===== config.mk =====
export PLATFORM = sky130hd
export DESIGN_NAME = sct_cell
export DESIGN_NICKNAME = d
export VERILOG_FILES = /design/src/rtl/core/sorted_checkpoint_table_macros.svh /design/src/rtl/core/sct_pkg.sv /design/src/rtl/core/sct_cell.sv
export SDC_FILE = /design/constraint.sdc
export NUM_CORES = 1
export LEC_CHECK = 0
export ABC_AREA = 1
export BUFFER_PORTS_ARGS = -buffer_cell sky130_fd_sc_hd__buf_2
export CAP_MARGIN = 20
export CELL_PAD_IN_SITES_DETAIL_PLACEMENT = 0
export CELL_PAD_IN_SITES_GLOBAL_PLACEMENT = 2
export CORE_AREA = 2 2 248 250
export DETAILED_ROUTE_END_ITERATION = 10
export DIE_AREA = 0 0 250 252
export GPL_TIMING_DRIVEN = 0
export HOLD_SLACK_MARGIN = 0.02
export PLACE_DENSITY = 0.58
export SYNTH_ARGS = -nofsm -noshare
export SYNTH_HDL_FRONTEND = slang
export SYNTH_SLANG_ARGS = --single-unit
export TNS_END_PERCENT = 50

===== constraint.sdc =====
create_clock -name aclk -period 5.21 [get_ports aclk]
set_input_delay 0.2605 -clock aclk [delete_from_list [all_inputs] [get_ports aclk]]
set_output_delay 0.2605 -clock aclk [all_outputs]
set_load 0.005 [all_outputs]

===== src/rtl/core/sorted_checkpoint_table_macros.svh =====
// ----------------------------------------------------------------------------
// sorted_checkpoint_table_macros.svh
// Assertion macros used by the checkpoint table RTL.
// ----------------------------------------------------------------------------
`ifndef SORTED_CHECKPOINT_TABLE_MACROS_SVH
`define SORTED_CHECKPOINT_TABLE_MACROS_SVH

// Property checked at every clock edge outside reset.
`define SCT_ASSERT(lbl, clk, rst_n, prop, msg) \
    lbl: assert property (@(posedge clk) disable iff (!rst_n) (prop)) else $error(msg);

// Implication whose consequent is checked in the cycle after the antecedent.
`define SCT_ASSERT_NEXT(lbl, clk, rst_n, ante, cons, msg) \
    lbl: assert property (@(posedge clk) disable iff (!rst_n) (ante) |=> (cons)) \
        else $error(msg);

`endif


===== src/rtl/core/sct_pkg.sv =====
// ----------------------------------------------------------------------------
// sct_pkg
// Types and constants of the sorted checkpoint table.
// ----------------------------------------------------------------------------
package sct_pkg;

    localparam int TABLE_DEPTH = 64;
    localparam int TEAM_SLOTS  = 16;
    localparam int CNT_W       = $clog2(TABLE_DEPTH + 1);
    localparam int GRP_SIZE    = 8;
    localparam int GRP_NUM     = (TABLE_DEPTH + GRP_SIZE - 1) / GRP_SIZE;

    localparam int IN_TDATA_W  = 208;
    localparam int OUT_TDATA_W = 216;

    localparam logic [1:0] ACT_ADD   = 2'd0;
    localparam logic [1:0] ACT_NEXT  = 2'd1;
    localparam logic [1:0] ACT_PREV  = 2'd2;
    localparam logic [1:0] ACT_CLEAR = 2'd3;

    localparam logic [1:0] STS_OK        = 2'd0;
    localparam logic [1:0] STS_NOT_FOUND = 2'd1;
    localparam logic [1:0] STS_DUPLICATE = 2'd2;
    localparam logic [1:0] STS_FULL      = 2'd3;

    function automatic logic [63:0] team_mask(input int base);
        logic [63:0] m;
        m = '0;
        for (int b = 0; b < 8; b++) begin
            if (base + b < TEAM_SLOTS) begin
                m[8*b +: 8] = 8'hFF;
            end
        end
        return m;
    endfunction

    localparam logic [63:0] TEAM_MASK_LO = team_mask(0);
    localparam logic [63:0] TEAM_MASK_HI = team_mask(8);

    typedef struct packed {
        logic [63:0] teams_hi;
        logic [63:0] teams_lo;
        logic [7:0]  key;
        logic [31:0] pos;
        logic [31:0] time_val;
    } entry_t;

    typedef struct packed {
        logic [1:0]  action;
        entry_t      ent;
    } req_t;

    typedef struct packed {
        logic cmp_en;
        logic occ;
        logic ld_left;
        logic ld_new;
    } cell_ctl_t;

    typedef struct packed {
        logic gt;
        logic eq;
        logic lt;
    } cmp_t;

endpackage


===== src/rtl/core/sct_cell.sv =====
// ----------------------------------------------------------------------------
// sct_cell
// One table slot: holds an entry, compares it with the query, shifts right.
// ----------------------------------------------------------------------------
module sct_cell (
    input  logic              aclk,
    input  sct_pkg::cell_ctl_t ctl,
    input  logic [31:0]       query_time,
    input  sct_pkg::entry_t   left_ent,
    input  sct_pkg::entry_t   new_ent,
    output sct_pkg::entry_t   ent,
    output sct_pkg::cmp_t     cmp
);
    import sct_pkg::*;

    entry_t ent_reg;
    cmp_t   cmp_reg;

    always_ff @(posedge aclk) begin
        if (ctl.cmp_en) begin
            cmp_reg.gt <= ctl.occ && (ent_reg.time_val > query_time);
            cmp_reg.eq <= ctl.occ && (ent_reg.time_val == query_time);
            cmp_reg.lt <= ctl.occ && (ent_reg.time_val < query_time);
        end
        if (ctl.ld_left) begin
            ent_reg <= left_ent;
        end else if (ctl.ld_new) begin
            ent_reg <= new_ent;
        end
    end

    assign ent = ent_reg;
    assign cmp = cmp_reg;

endmodule


# After elaboration in Yosys (flattened, before gate mapping)

Index checks and enable logic that the tools add are counted.

Bitwise gates (word level): 0
Eq/ne operators: 1
Multiply operators: 0
$add $sub $neg: 0
Div/mod/pow operators: 0
Shift operators: 0
Reductions and logical operators: 4
Mux-type cells: 2
$lt $le $gt $ge: 2

Operators with widths:

| kind                           | count |
|---|---|
| 2-to-1 mux 200 bit             | 2 |
| equality test 32 bit           | 1 |
| greater-than comparator 32 bit | 1 |
| less-than comparator 32 bit    | 1 |
| logical AND 1 bit              | 3 |
| nonzero test 2 bit             | 1 |

Logic and storage cells: 17
Memory bits (read-only): 0
Bits in registers: 203
Bits of input ports: 437
Bits in latches: 0
Memories: 0
Output and inout bits: 203
Memory bits (writable): 0

# Logic depth before layout (Yosys ltp)

Depth after elaboration: 2
Gate-level depth with buffers: 14
Mapped depth without buffers: 14

# Worst setup path after synthesis

No wires, ideal clock.

Path type: input -> register
From: input ctl[1] (netlist name)
To: register ent_reg (netlist bit ent[0]), enable pin
Cell stages on the path: 2
Data arrival time: 2.845 ns
Required time: 4.733 ns
Path slack: 1.888 ns
Path buffers: 1
Cell sequence: buf_2 > or2_2

Cells in the longest elaborated chain, start to end: 1

Ends and longest elaborated chain:

| what                                | line           | source |
|---|---|---|
| start: declaration                  | sct_cell.sv:7  | `input sct_pkg::cell_ctl_t ctl,` |
| nonzero test 2 bit (no source line) | -              |  |
| end signal: assignment              | sct_cell.sv:26 | `ent_reg <= left_ent;` |
| end signal: assignment              | sct_cell.sv:28 | `ent_reg <= new_ent;` |
| end: declaration                    | sct_cell.sv:16 | `entry_t ent_reg;` |

Every way passes these cells.
A chain may end at the register's enable or synchronous reset.

# Worst setup path in the final report

From: input ctl[1] (netlist name)
To: register ent_reg (netlist bit ent[30]), enable pin

The elaborated chain is that of the path after synthesis.

==> flow_metrics.tcl <==
set metrics [dict create \
    grt_antenna_before_repair 13 \
    max_freq_ghz 0.509 \
    power-per-cell-area_nw_per_um2 270 \
    drt_wl_total_um 47800 \
    drv_cap 0 \
    syn2layout_area_growth_pct 94.9 \
    core_um2 60100 \
    io_buffers 639 \
    hp-start "new_ent[151]" \
    synth_most_common_cell "nand2_1" \
    ys_warn_count 0 \
    post-route-period-util_pct 37.7 \
    grt_use_total_pct 14.6 \
    wire_per_inst_um 16.7 \
    slowest_stage "or2_4" \
    whs_ns 0.0393 \
    grt_pass1_vias 11338 \
    crit_family "buffers and inverters" \
    crit_buf_inv 4 \
    cts_root_buffer "clkbuf_16" \
    total_power_mw 4.98 \
    cpMostUsedCell "buf_2" \
    viasPerCell 3.75 \
    async_reset_ff_share_pct 0 \
    synthTopCellsByArea "edfxtp_1 64%, nand2_1 25%, ha_1 4.2%" \
    cts_tree "yes" \
    cts.sinks 203 \
    ir_drop_mv 0.235 \
    grt_pass1_wl_um 69100 \
    num-fill-cells 6535 \
    hpwl_um 37300 \
    tightest_slew_ns 0.856 \
    cts.clk_slew.worst_paths_ns 0.06 \
    dr.pass1.iters 5 \
    gp_congestion 0.808 \
    fin_crit_ns 1.96 \
    fp-row-count 90 \
    cp.required_ns 5.44 \
    gr-total-overflow 0 \
    drv_slew 0 \
    start_util_pct 15.7 \
    critical_path_class "primary input to register" \
    stdcell_area_um2 18400 \
    largest_register_ffs 200 \
    numCtsBuffers 28 \
    drc 0 \
    path_cells "buf_2 > buf_2 > or2_4 > buf_12 > buf_16" \
    syn_area_per_cell_um2 9.52 \
    setup_ws_ns 3.25 \
    hold_violations 0 \
    startpoint_type "primary input" \
    p_leak_nw 9.30 \
    dr_total_vias 10700 \
    dieArea_um2 63000 \
    yosysTopAreaCellShare_pct 64.4 \
    chipHeight_um 252 \
    cp_slowest_stage_delay_ns 0.75 \
    rrSetupSlack_ns 3.36 \
    grt_max_degree 58 \
    slew_headroom_pct 43.0 \
    synth_commonest_cells "632 x nand2_1, 203 x edfxtp_1, 43 x buf_2" \
    seq_area_frac_synth_pct 64.4 \
    outcome "finished, final reports clean" \
    io_pins 640 \
    netlist_area_um2 9460 \
    cts_hold_buf 384 \
    pre_cts_ws_ns 2.59 \
    yosys.area.top_type "edfxtp_1" \
    syn_nets 1463 \
    die_x_um 250 \
    first_iter_violations 458 \
    setup_viol 0 \
    drtAntennaViolNets 0 \
    hold_path_class "primary input to register" \
    cts_setup_buffers 0 \
    htree_levels 1 \
    synth_edf_count 203 \
    synth-seq-cells 203 \
    fin_nets 2519 \
    synth_cell_types 18 \
    end_kind "register" \
    drive_gt1_share_pct 35.2 \
    rsz0062_at_grt "no" \
    place_area_um2 13700 \
    worst-path-max-fanout 57 \
    utilization_pct 30.7 \
    finClkSkew_ns 0.00887 \
    startpoint "ctl[1]" \
    cts_resized 0 \
    syn_inst 994 \
    r2r-start "ent[22]$_DFFE_PP_" \
    synth_flop_cell "edfxtp_1" \
    clockBufferDepth 3 \
    clk_latency_ns 0.57 \
    crit_arrival_ns 2.19 \
]
-- logic make-up (layout without fill, tap and decap cells) --
group	count (synthesis)	after routing	share of synthesized area (%)
simple gates	656	656	26.4
flops	203	203	64.4
buf+inv	84	1160	3.90
fa+ha+maj	32	32	4.23
compound gates	19	19	1.07
other cells	0	5	0
-- power breakdown --
group / switching, mW / internal, mW / total, mW / leakage [nW]
clock network: 0.787 / 1.10 / 1.89 / 0.428
registers: 0.0583 / 2.01 / 2.07 / 2.09
logic: 0.459 / 0.567 / 1.03 / 6.78
total: 1.30 / 3.67 / 4.98 / 9.30
-- metrics by stage --
step | std cells | setup TNS, ns
floorplan | 994 | 0
global placement | 2415 | -25.66
detailed placement | 2418 | 0
CTS | 2852 | 0
global route | 2857 | 0
finish | 2857 | 0
-- final timing paths --
check                                          end  cells after the start
worst min register to register    cmp[2]$_DFFE_PP_                      5
worst max-delay path             ent[30]$_DFFE_PP_                      5
worst min-delay path            ent[151]$_DFFE_PP_                      3
worst max register to register    cmp[2]$_DFFE_PP_                      6
-- per-layer routing --
layer	part of all wire, %	wire length (um)	vias up	GRT usage, %
li1	-	-	5321	-
met1	38	18300	4877	15.8
met2	51	24500	432	27.3
met3	8.1	3860	68	4.52
met4	2.5	1180	2	3.97
met5	0.023	11	-	0
-- cell usage in the layout, fill, tap and decap left out, drive strengths merged, types with 2 or more instances in the layout --
master       count
clkinv          14
edfxtp         203
a21oi           14
nand2          634
inv             40
nor2            13
o21ai            4
ha              32
nand3            2
diode            5
nor3             3
dlygate4sd3    384
buf            685
clkbuf          35
bufinv           2
nand4            3
-- cell type report --
class,instances,area [um2],area share (%)
Tap cell,782,978,5.31
Clock buffer,34,744,4.04
Sequential cell,203,6100,33.1
Timing Repair Buffer,1026,7120,38.6
Antenna cell,5,12.5,0.0679
Inverter,40,150,0.814
Multi-Input combinational cell,707,3000,16.3
Buffer,44,219,1.19
Clock inverter,16,120,0.652
-- worst register-to-register path, stage by stage (launching register included) --
cell      delay, ns
edfxtp_1       0.45
ha_1           0.34
nand4_1        0.20
nor3_1         0.30
nand4_1        0.18
nand2_1        0.11
a21oi_2        0.03
No activity file was read; power rests on OpenSTA's default activity.
