File: src/rtl/core/sorted_checkpoint_table_macros.svh
// ----------------------------------------------------------------------------
// sorted_checkpoint_table_macros.svh
// Assertion macros used by the checkpoint table RTL.
// ----------------------------------------------------------------------------
`ifndef SORTED_CHECKPOINT_TABLE_MACROS_SVH
`define SORTED_CHECKPOINT_TABLE_MACROS_SVH

// Property checked at every clock edge outside reset.
`define SCT_ASSERT(lbl, clk, rst_n, prop, msg) \
    lbl: assert property (@(posedge clk) disable iff (!rst_n) (prop)) else $error(msg);

// Implication whose consequent is checked in the cycle after the antecedent.
`define SCT_ASSERT_NEXT(lbl, clk, rst_n, ante, cons, msg) \
    lbl: assert property (@(posedge clk) disable iff (!rst_n) (ante) |=> (cons)) \
        else $error(msg);

`endif

File: src/rtl/core/sct_pkg.sv
// ----------------------------------------------------------------------------
// sct_pkg
// Types and constants of the sorted checkpoint table.
// ----------------------------------------------------------------------------
package sct_pkg;

    localparam int TABLE_DEPTH = 64;
    localparam int TEAM_SLOTS  = 16;
    localparam int CNT_W       = $clog2(TABLE_DEPTH + 1);
    localparam int GRP_SIZE    = 8;
    localparam int GRP_NUM     = (TABLE_DEPTH + GRP_SIZE - 1) / GRP_SIZE;

    localparam int IN_TDATA_W  = 208;
    localparam int OUT_TDATA_W = 216;

    localparam logic [1:0] ACT_ADD   = 2'd0;
    localparam logic [1:0] ACT_NEXT  = 2'd1;
    localparam logic [1:0] ACT_PREV  = 2'd2;
    localparam logic [1:0] ACT_CLEAR = 2'd3;

    localparam logic [1:0] STS_OK        = 2'd0;
    localparam logic [1:0] STS_NOT_FOUND = 2'd1;
    localparam logic [1:0] STS_DUPLICATE = 2'd2;
    localparam logic [1:0] STS_FULL      = 2'd3;

    function automatic logic [63:0] team_mask(input int base);
        logic [63:0] m;
        m = '0;
        for (int b = 0; b < 8; b++) begin
            if (base + b < TEAM_SLOTS) begin
                m[8*b +: 8] = 8'hFF;
            end
        end
        return m;
    endfunction

    localparam logic [63:0] TEAM_MASK_LO = team_mask(0);
    localparam logic [63:0] TEAM_MASK_HI = team_mask(8);

    typedef struct packed {
        logic [63:0] teams_hi;
        logic [63:0] teams_lo;
        logic [7:0]  key;
        logic [31:0] pos;
        logic [31:0] time_val;
    } entry_t;

    typedef struct packed {
        logic [1:0]  action;
        entry_t      ent;
    } req_t;

    typedef struct packed {
        logic cmp_en;
        logic occ;
        logic ld_left;
        logic ld_new;
    } cell_ctl_t;

    typedef struct packed {
        logic gt;
        logic eq;
        logic lt;
    } cmp_t;

endpackage

File: src/rtl/core/sct_merge.sv
// ----------------------------------------------------------------------------
// sct_merge
// Registered one-hot select of an entry out of a group of cells.
// ----------------------------------------------------------------------------
module sct_merge (
    input  logic                           aclk,
    input  logic                           en,
    input  logic [sct_pkg::GRP_SIZE-1:0]   hit,
    input  sct_pkg::entry_t                ents [sct_pkg::GRP_SIZE],
    output sct_pkg::entry_t                merged
);
    import sct_pkg::*;

    entry_t acc;
    entry_t merged_reg;

    always_comb begin
        acc = '0;
        for (int k = 0; k < GRP_SIZE; k++) begin
            acc = acc | (ents[k] & {$bits(entry_t){hit[k]}});
        end
    end

    always_ff @(posedge aclk) begin
        if (en) begin
            merged_reg <= acc;
        end
    end

    assign merged = merged_reg;

endmodule
File: config.mk
export PLATFORM = sky130hd
export DESIGN_NAME = sct_merge
export DESIGN_NICKNAME = d
export VERILOG_FILES = /design/src/rtl/core/sorted_checkpoint_table_macros.svh /design/src/rtl/core/sct_pkg.sv /design/src/rtl/core/sct_merge.sv
export SDC_FILE = /design/constraint.sdc
export NUM_CORES = 1
export LEC_CHECK = 0
export BUFFER_PORTS_ARGS = -buffer_cell sky130_fd_sc_hd__buf_4
export CAP_MARGIN = 10
export CORE_AREA = 10 10 692 694
export CTS_CLUSTER_SIZE = 30
export DETAILED_ROUTE_END_ITERATION = 8
export DIE_AREA = 0 0 702 704
export GPL_ROUTABILITY_DRIVEN = 0
export PLACE_DENSITY = 0.3
export REMOVE_ABC_BUFFERS = 1
export SYNTH_ARGS = -nofsm -noshare
export SYNTH_HDL_FRONTEND = slang
export SYNTH_SLANG_ARGS = --single-unit
File: constraint.sdc
create_clock -name aclk -period 1.11 [get_ports aclk]
set_clock_uncertainty 0.2 [all_clocks]
set_input_delay 0.0555 -clock aclk [delete_from_list [all_inputs] [get_ports aclk]]
set_output_delay 0.0555 -clock aclk [all_outputs]
set_load 0.005 [all_outputs]
; ---- Yosys cells after proc, flatten, opt, wreduce, memory -nomap -nowiden
; Index checks and enable logic that the tools add are counted.
[totals]
elab_cells = 20
reg_bits = 200
output_inout_bits = 200
[classes]
bitwise = 15
[ops]
columns = cell, n
row1 = bitwise AND 200 bit, 8
row2 = OR 200 bit, 7

; ---- Logic depth before layout (Yosys ltp)
; Gate-level depths: netlist of run 1.
[logic_depth]
depth_word = 8
mapped_depth = 4

; ---- Worst setup path before layout of run 1
; Ideal clock, no wire load.
[synth_timing]
path_type = in2reg
startpoint = input port hit[3] (netlist bit)
endpoint = register merged_reg (netlist bit merged[189]), data pin
t_required_ns = 0.642
path_slack_ns = 0.066
path_buffers = 2
path_stages = 4
t_arrival_ns = 0.575
path_cell_list = buf_2 -> buf_2 -> a22oi_1 -> nand4_1
[synth_lines]
columns = element, line
row1 = from (decl), sct_merge.sv:8  ; input logic [sct_pkg::GRP_SIZE-1:0] hit,
row2 = to (signal assigned), sct_merge.sv:26  ; merged_reg <= acc;
row3 = to (decl), sct_merge.sv:15  ; entry_t merged_reg;

; ---- Worst setup path in the final report of run 1
[layout_timing]
startpoint = register merged_reg (netlist bit merged[69])
endpoint = output port merged[69] (netlist bit)
[layout_lines]
columns = element, line
row1 = to (decl), sct_merge.sv:10  ; output sct_pkg::entry_t merged
; No word-level cell between the ends.

==> results of run 1 <==
power breakdown:
part | switching (mW) | total (mW) | leakage [nW] | internal (mW)
clock | 4.94 | 9.22 | 0.330 | 4.28
sequential | 0.567 | 9.58 | 2.01 | 9.02
combinational | 11.0 | 22.6 | 20.9 | 11.5
final cells by class:
cell class	count	area [um^2]	share of cell area
Sequential cell	200	6010	0.103
Multi-Input combinational cell	1000	8290	0.142
Clock buffer	22	529	0.00910
Timing Repair Buffer	3767	35100	0.604
Tap cell	6198	7750	0.133
Antenna cell	131	328	0.00564
Clock inverter	11	158	0.00271
stage by stage:
stage	cell area, um^2	setup WS, ns
after detailed placement	37700	-1.44
after global placement	37700	-1.81
after floorplan	13300	0.338
after global routing	58000	-0.641
final	58200	-0.536
after CTS	56000	-0.691
logic make-up after synthesis:
group                  after synthesis  synth area share
AOI/OAI and AO/OA                  800             0.395
and+or+nand+nor                    200            0.0823
DFF                                200             0.395
buffers and inverters              176             0.127
cell usage in the layout (no fill, tap or decap), types with 8 or more instances in the layout:
| cell type | synthesis | final |
|---|---|---|
| buf_4 | 0 | 1837 |
| dlygate4sd3_1 | 0 | 1500 |
| a22oi_1 | 799 | 594 |
| buf_6 | 118 | 245 |
| a22oi_2 | 1 | 206 |
| nand4_1 | 200 | 200 |
| edfxtp_1 | 200 | 200 |
| diode_2 | 0 | 131 |
| buf_12 | 0 | 71 |
| dlymetal6s4s_1 | 0 | 54 |
| clkbuf_16 | 0 | 36 |
| buf_16 | 0 | 21 |
| buf_8 | 0 | 15 |
| bufbuf_16 | 0 | 8 |
synthesized netlist by cell type:
cell,instances,share of area
a22oi_1,799,0.39
a22oi_2,1,0.00082
buf_2,22,0.0072
buf_6,118,0.087
clkbuf_8,36,0.033
edfxtp_1,200,0.40
nand4_1,200,0.082
path summary, 6_finish.rpt:
path	startpoint	endpoint	slack, ns	cells past startpoint
setup / recovery	merged[69]$_DFFE_PP_	merged[69]	-0.54	1
hold / removal	ents[518]	merged[118]$_DFFE_PP_	-0.27	3
what timing repair did:
action	4_1_cts	5_1_grt
hold endpoints to repair	381	50
hold buffers	1549	9
setup endpoints to repair	246	374
gates resized for setup	380	242
pin swaps	37	73
gates cloned	9	19
setup buffers	32	33
routing by layer:
metal	up-vias	part of all wire
met5	-	0.0043
met4	276	0.031
met3	870	0.12
met2	2823	0.44
met1	16800	0.40
li1	13600	-
==> flow_summary.json, run 1 <==
{
  "cts_buffers": 21,
  "synth_cell_types": 7,
  "cpLargestDelayFamily": "flip-flops",
  "drc": 0,
  "fin_util": 0.125,
  "grt_pass1_vias": 35400,
  "total_power_mw": 41.4,
  "avgSynthCellArea_um2": 11.0,
  "ioPinCount": 1810,
  "antenna_found_initial": 437,
  "grt_pass1_wl_mm": 492,
  "power.leakage_nw": 23.3,
  "setup_tns_ns": -85.59,
  "grt_util_met2": 0.253,
  "wl_per_cell_um": 36.8,
  "clk_pin_slew_ns": 0.10,
  "layout.nets": 6600,
  "use_met1": 0.191,
  "max_stage_delay_ns": 0.55,
  "core_area_mm2": 0.465,
  "fin_cells": 11300,
  "dr.pass1.iters": 6,
  "synth_area_mm2": 0.0152,
  "path_max_fanout": 1,
  "vias": 34300,
  "cp.buffers_inverters": 1,
  "ys_warn_count": 0,
  "routed_wl_mm": 417,
  "worst_path_max_delay_cell": "edfxtp_1",
  "fin_ws_ns": -0.536,
  "crit_type": "reg -> out",
  "die_h_um": 704,
  "fin_crit_sh": 1.48,
  "violations": "negative hold slack, negative setup slack",
  "maxClockFrequency_ghz": 0.607,
  "crit_path_start_kind": "flip-flop",
  "finalHoldViolCount": 38,
  "grt_max_degree": 53,
  "grt_overflow_total": 0,
  "maxSlewHeadroom": 0.554,
  "h-tree-depth": 4,
  "required_ns": 0.85,
  "cts-root-buf": "clkbuf_16",
  "cts_tree": "yes",
  "dp_cells": 9526,
  "cp.arrival_ns": 1.39,
  "setup_viol": 341,
  "n_fill_cell": 53200,
  "min_period_ns": 1.65,
  "area_delta_synth_final_pct": 283,
  "dp_hpwl_mm": 362,
  "drt_iter0_markers": 3568,
  "ir_drop_mv": 0.862,
  "grt.total_usage": 0.158,
  "netlist_instances": 1376,
  "rsz0062_at_grt": "yes",
  "synth.yosys.seq_area_share": 0.395,
  "die-area_mm2": 0.494,
  "path_cells": "buf_6",
  "clock_path_buffers": 3,
  "fp.dieW_um": 702,
  "largest_register_ff_count": 200,
  "p_per_area_mw_per_mm2": 711,
  "via_per_inst": 3.03,
  "status": "complete, but fails checks",
  "maxCapViolations": 0,
  "antenna_left": 0,
  "hold_slack_ns": -0.271,
  "worst_pin_slew_ns": 0.668,
  "initial_utilization": 0.0327,
  "clkSinkCount": 200,
  "port_buffers": 1809,
  "placementRows": 251,
  "cp-end-kind": "output pin",
  "grt_util_met3": 0.0760,
  "synth-seq-cells": 200,
  "grt_most_used_layer": "met2",
  "hp-class": "in -> reg",
  "drive_above_1_share": 0.490,
  "slew_viol_final": 0
}
No activity file was read; power rests on OpenSTA's default activity.
==> inputs of run 2 (changes only) <==
TNS_END_PERCENT = 30   (was default)
==> flow_summary.json, run 2 (synthesis results as in run 1) <==
{
  "status": "complete, but fails checks",
  "violations": "negative hold slack, negative setup slack",
  "multiInputGateArea_mm2": 0.00802,
  "path_max_fanout": 1,
  "antenna_found_initial": 423,
  "maxSlewHeadroom": 0.490,
  "p_per_area_mw_per_mm2": 717,
  "hold_slack_ns": -0.285,
  "cts_tree": "yes",
  "fin_crit_sh": 1.47,
  "vias": 33700,
  "h-tree-depth": 4,
  "power.leakage_nw": 22.5,
  "initial_utilization": 0.0327,
  "maxClockFrequency_ghz": 0.611,
  "die-area_mm2": 0.494,
  "grt_pass1_vias": 35400,
  "ioPinCount": 1810,
  "setup_viol": 382,
  "drive_above_1_share": 0.474,
  "cts_buffers": 21,
  "worst_pin_slew_ns": 0.766,
  "core_area_mm2": 0.465,
  "crit_path_start_kind": "flip-flop",
  "ir_drop_mv": 0.870,
  "hp-class": "in -> reg",
  "grt.total_usage": 0.158,
  "clock_path_buffers": 3,
  "routed_wl_mm": 410,
  "setup_tns_ns": -92.44,
  "placementRows": 251,
  "cp.buffers_inverters": 1,
  "grt_pass1_wl_mm": 490,
  "path_cells": "buf_6",
  "die_h_um": 704,
  "cts-root-buf": "clkbuf_16",
  "n_fill_cell": 53300,
  "required_ns": 0.85,
  "seq_area_mm2": 0.00601,
  "area_delta_synth_final_pct": 273,
  "dp_hpwl_mm": 362,
  "worst_path_max_delay_cell": "edfxtp_1",
  "finalHoldViolCount": 32,
  "wl_per_cell_um": 36.3,
  "largest_register_ff_count": 200,
  "drc": 0,
  "cp-end-kind": "output pin",
  "grt_overflow_total": 0,
  "fp.dieW_um": 702,
  "drt_iter0_markers": 3492,
  "fin_ws_ns": -0.526,
  "dr.pass1.iters": 6,
  "slew_viol_final": 0,
  "final_common_cell": "buf_4",
  "antenna_left": 0,
  "maxCapViolations": 0,
  "cp.arrival_ns": 1.38,
  "most-common-layout-cells": "1841 x buf_4, 1513 x dlygate4sd3_1, 647 x a22oi_1",
  "rsz0062_at_grt": "yes",
  "clkSinkCount": 200,
  "via_per_inst": 2.99,
  "crit_type": "reg -> out",
  "clk_pin_slew_ns": 0.10,
  "min_period_ns": 1.64,
  "grt_max_degree": 53,
  "max_stage_delay_ns": 0.56,
  "port_buffers": 1809,
  "cpLargestDelayFamily": "flip-flops",
  "layout.nets": 6545
}
run 2: cell count changes in the layout (fill, tap and decap cells not counted), sizes merged:
cell	previous run	this run
diode	131	136
buf	2189	2156
bufbuf	8	5
dlymetal6s4s	54	37
dlygate4sd3	1500	1513
clkbuf	38	23
run 2: area by class of cell:
type                    count  area share
diodes                    136     0.00601
flip-flops and latches    200       0.106
multi-input cells        1000       0.142
clock inverters            11     0.00278
well taps                6198       0.137
clock buffers              22     0.00934
repair buffers           3712       0.597
run 2: stage by stage:
step | utilization | std cells | power [mW] | cell area (um^2) | setup slack [ns]
floorplan | - | 1200 | 11.1 | 13300 | 0.338
global placement | 0.0809 | 9525 | 24.2 | 37700 | -1.81
detailed placement | 0.0810 | 9526 | 24.2 | 37700 | -1.44
CTS | 0.120 | 11100 | 41.6 | 55800 | -0.691
global route | 0.121 | 11200 | 42.3 | 56500 | -0.626
finish | 0.122 | 11300 | 40.6 | 56700 | -0.526
run 2: routing by layer:
layer / up-vias / global-route usage / wire length, um
li1: 13500 / - / -
met2: 2654 / 0.253 / 183000
met1: 16500 / 0.192 / 167000
met4: 238 / 0.0371 / 11800
met3: 800 / 0.0724 / 46700
met5: - / 0 / 1520
run 2: worst paths after layout:
| path | from | slack (ns) | depth (start not counted) | to |
|---|---|---|---|---|
| max | merged[69]$_DFFE_PP_ | -0.53 | 1 | merged[69] |
| min | ents[518] | -0.29 | 3 | merged[118]$_DFFE_PP_ |
run 2: what timing repair did:
item / 4_1_cts / 5_1_grt
endpoints found under the setup margin: 246 / 379
endpoints found under the hold margin: 381 / 44
resized for setup: 363 / 122
hold buffers: 1550 / 4
buffers inserted: 24 / 0
pin swaps: 21 / 18
gates cloned: 6 / 0
run 2: worst min-delay path: cells and delay by family:
family,cells,cell delay (ns)
and+or+nand+nor,1,0.14
buffers and inverters,1,0.09
AOI/OAI and AO/OA,1,0.13
run 2: where the power goes:
group	switching, mW	internal [mW]	total (mW)
registers	0.570	9.02	9.59
logic	10.7	11.0	21.8
clock network	4.99	4.28	9.28
total	16.3	24.3	40.6
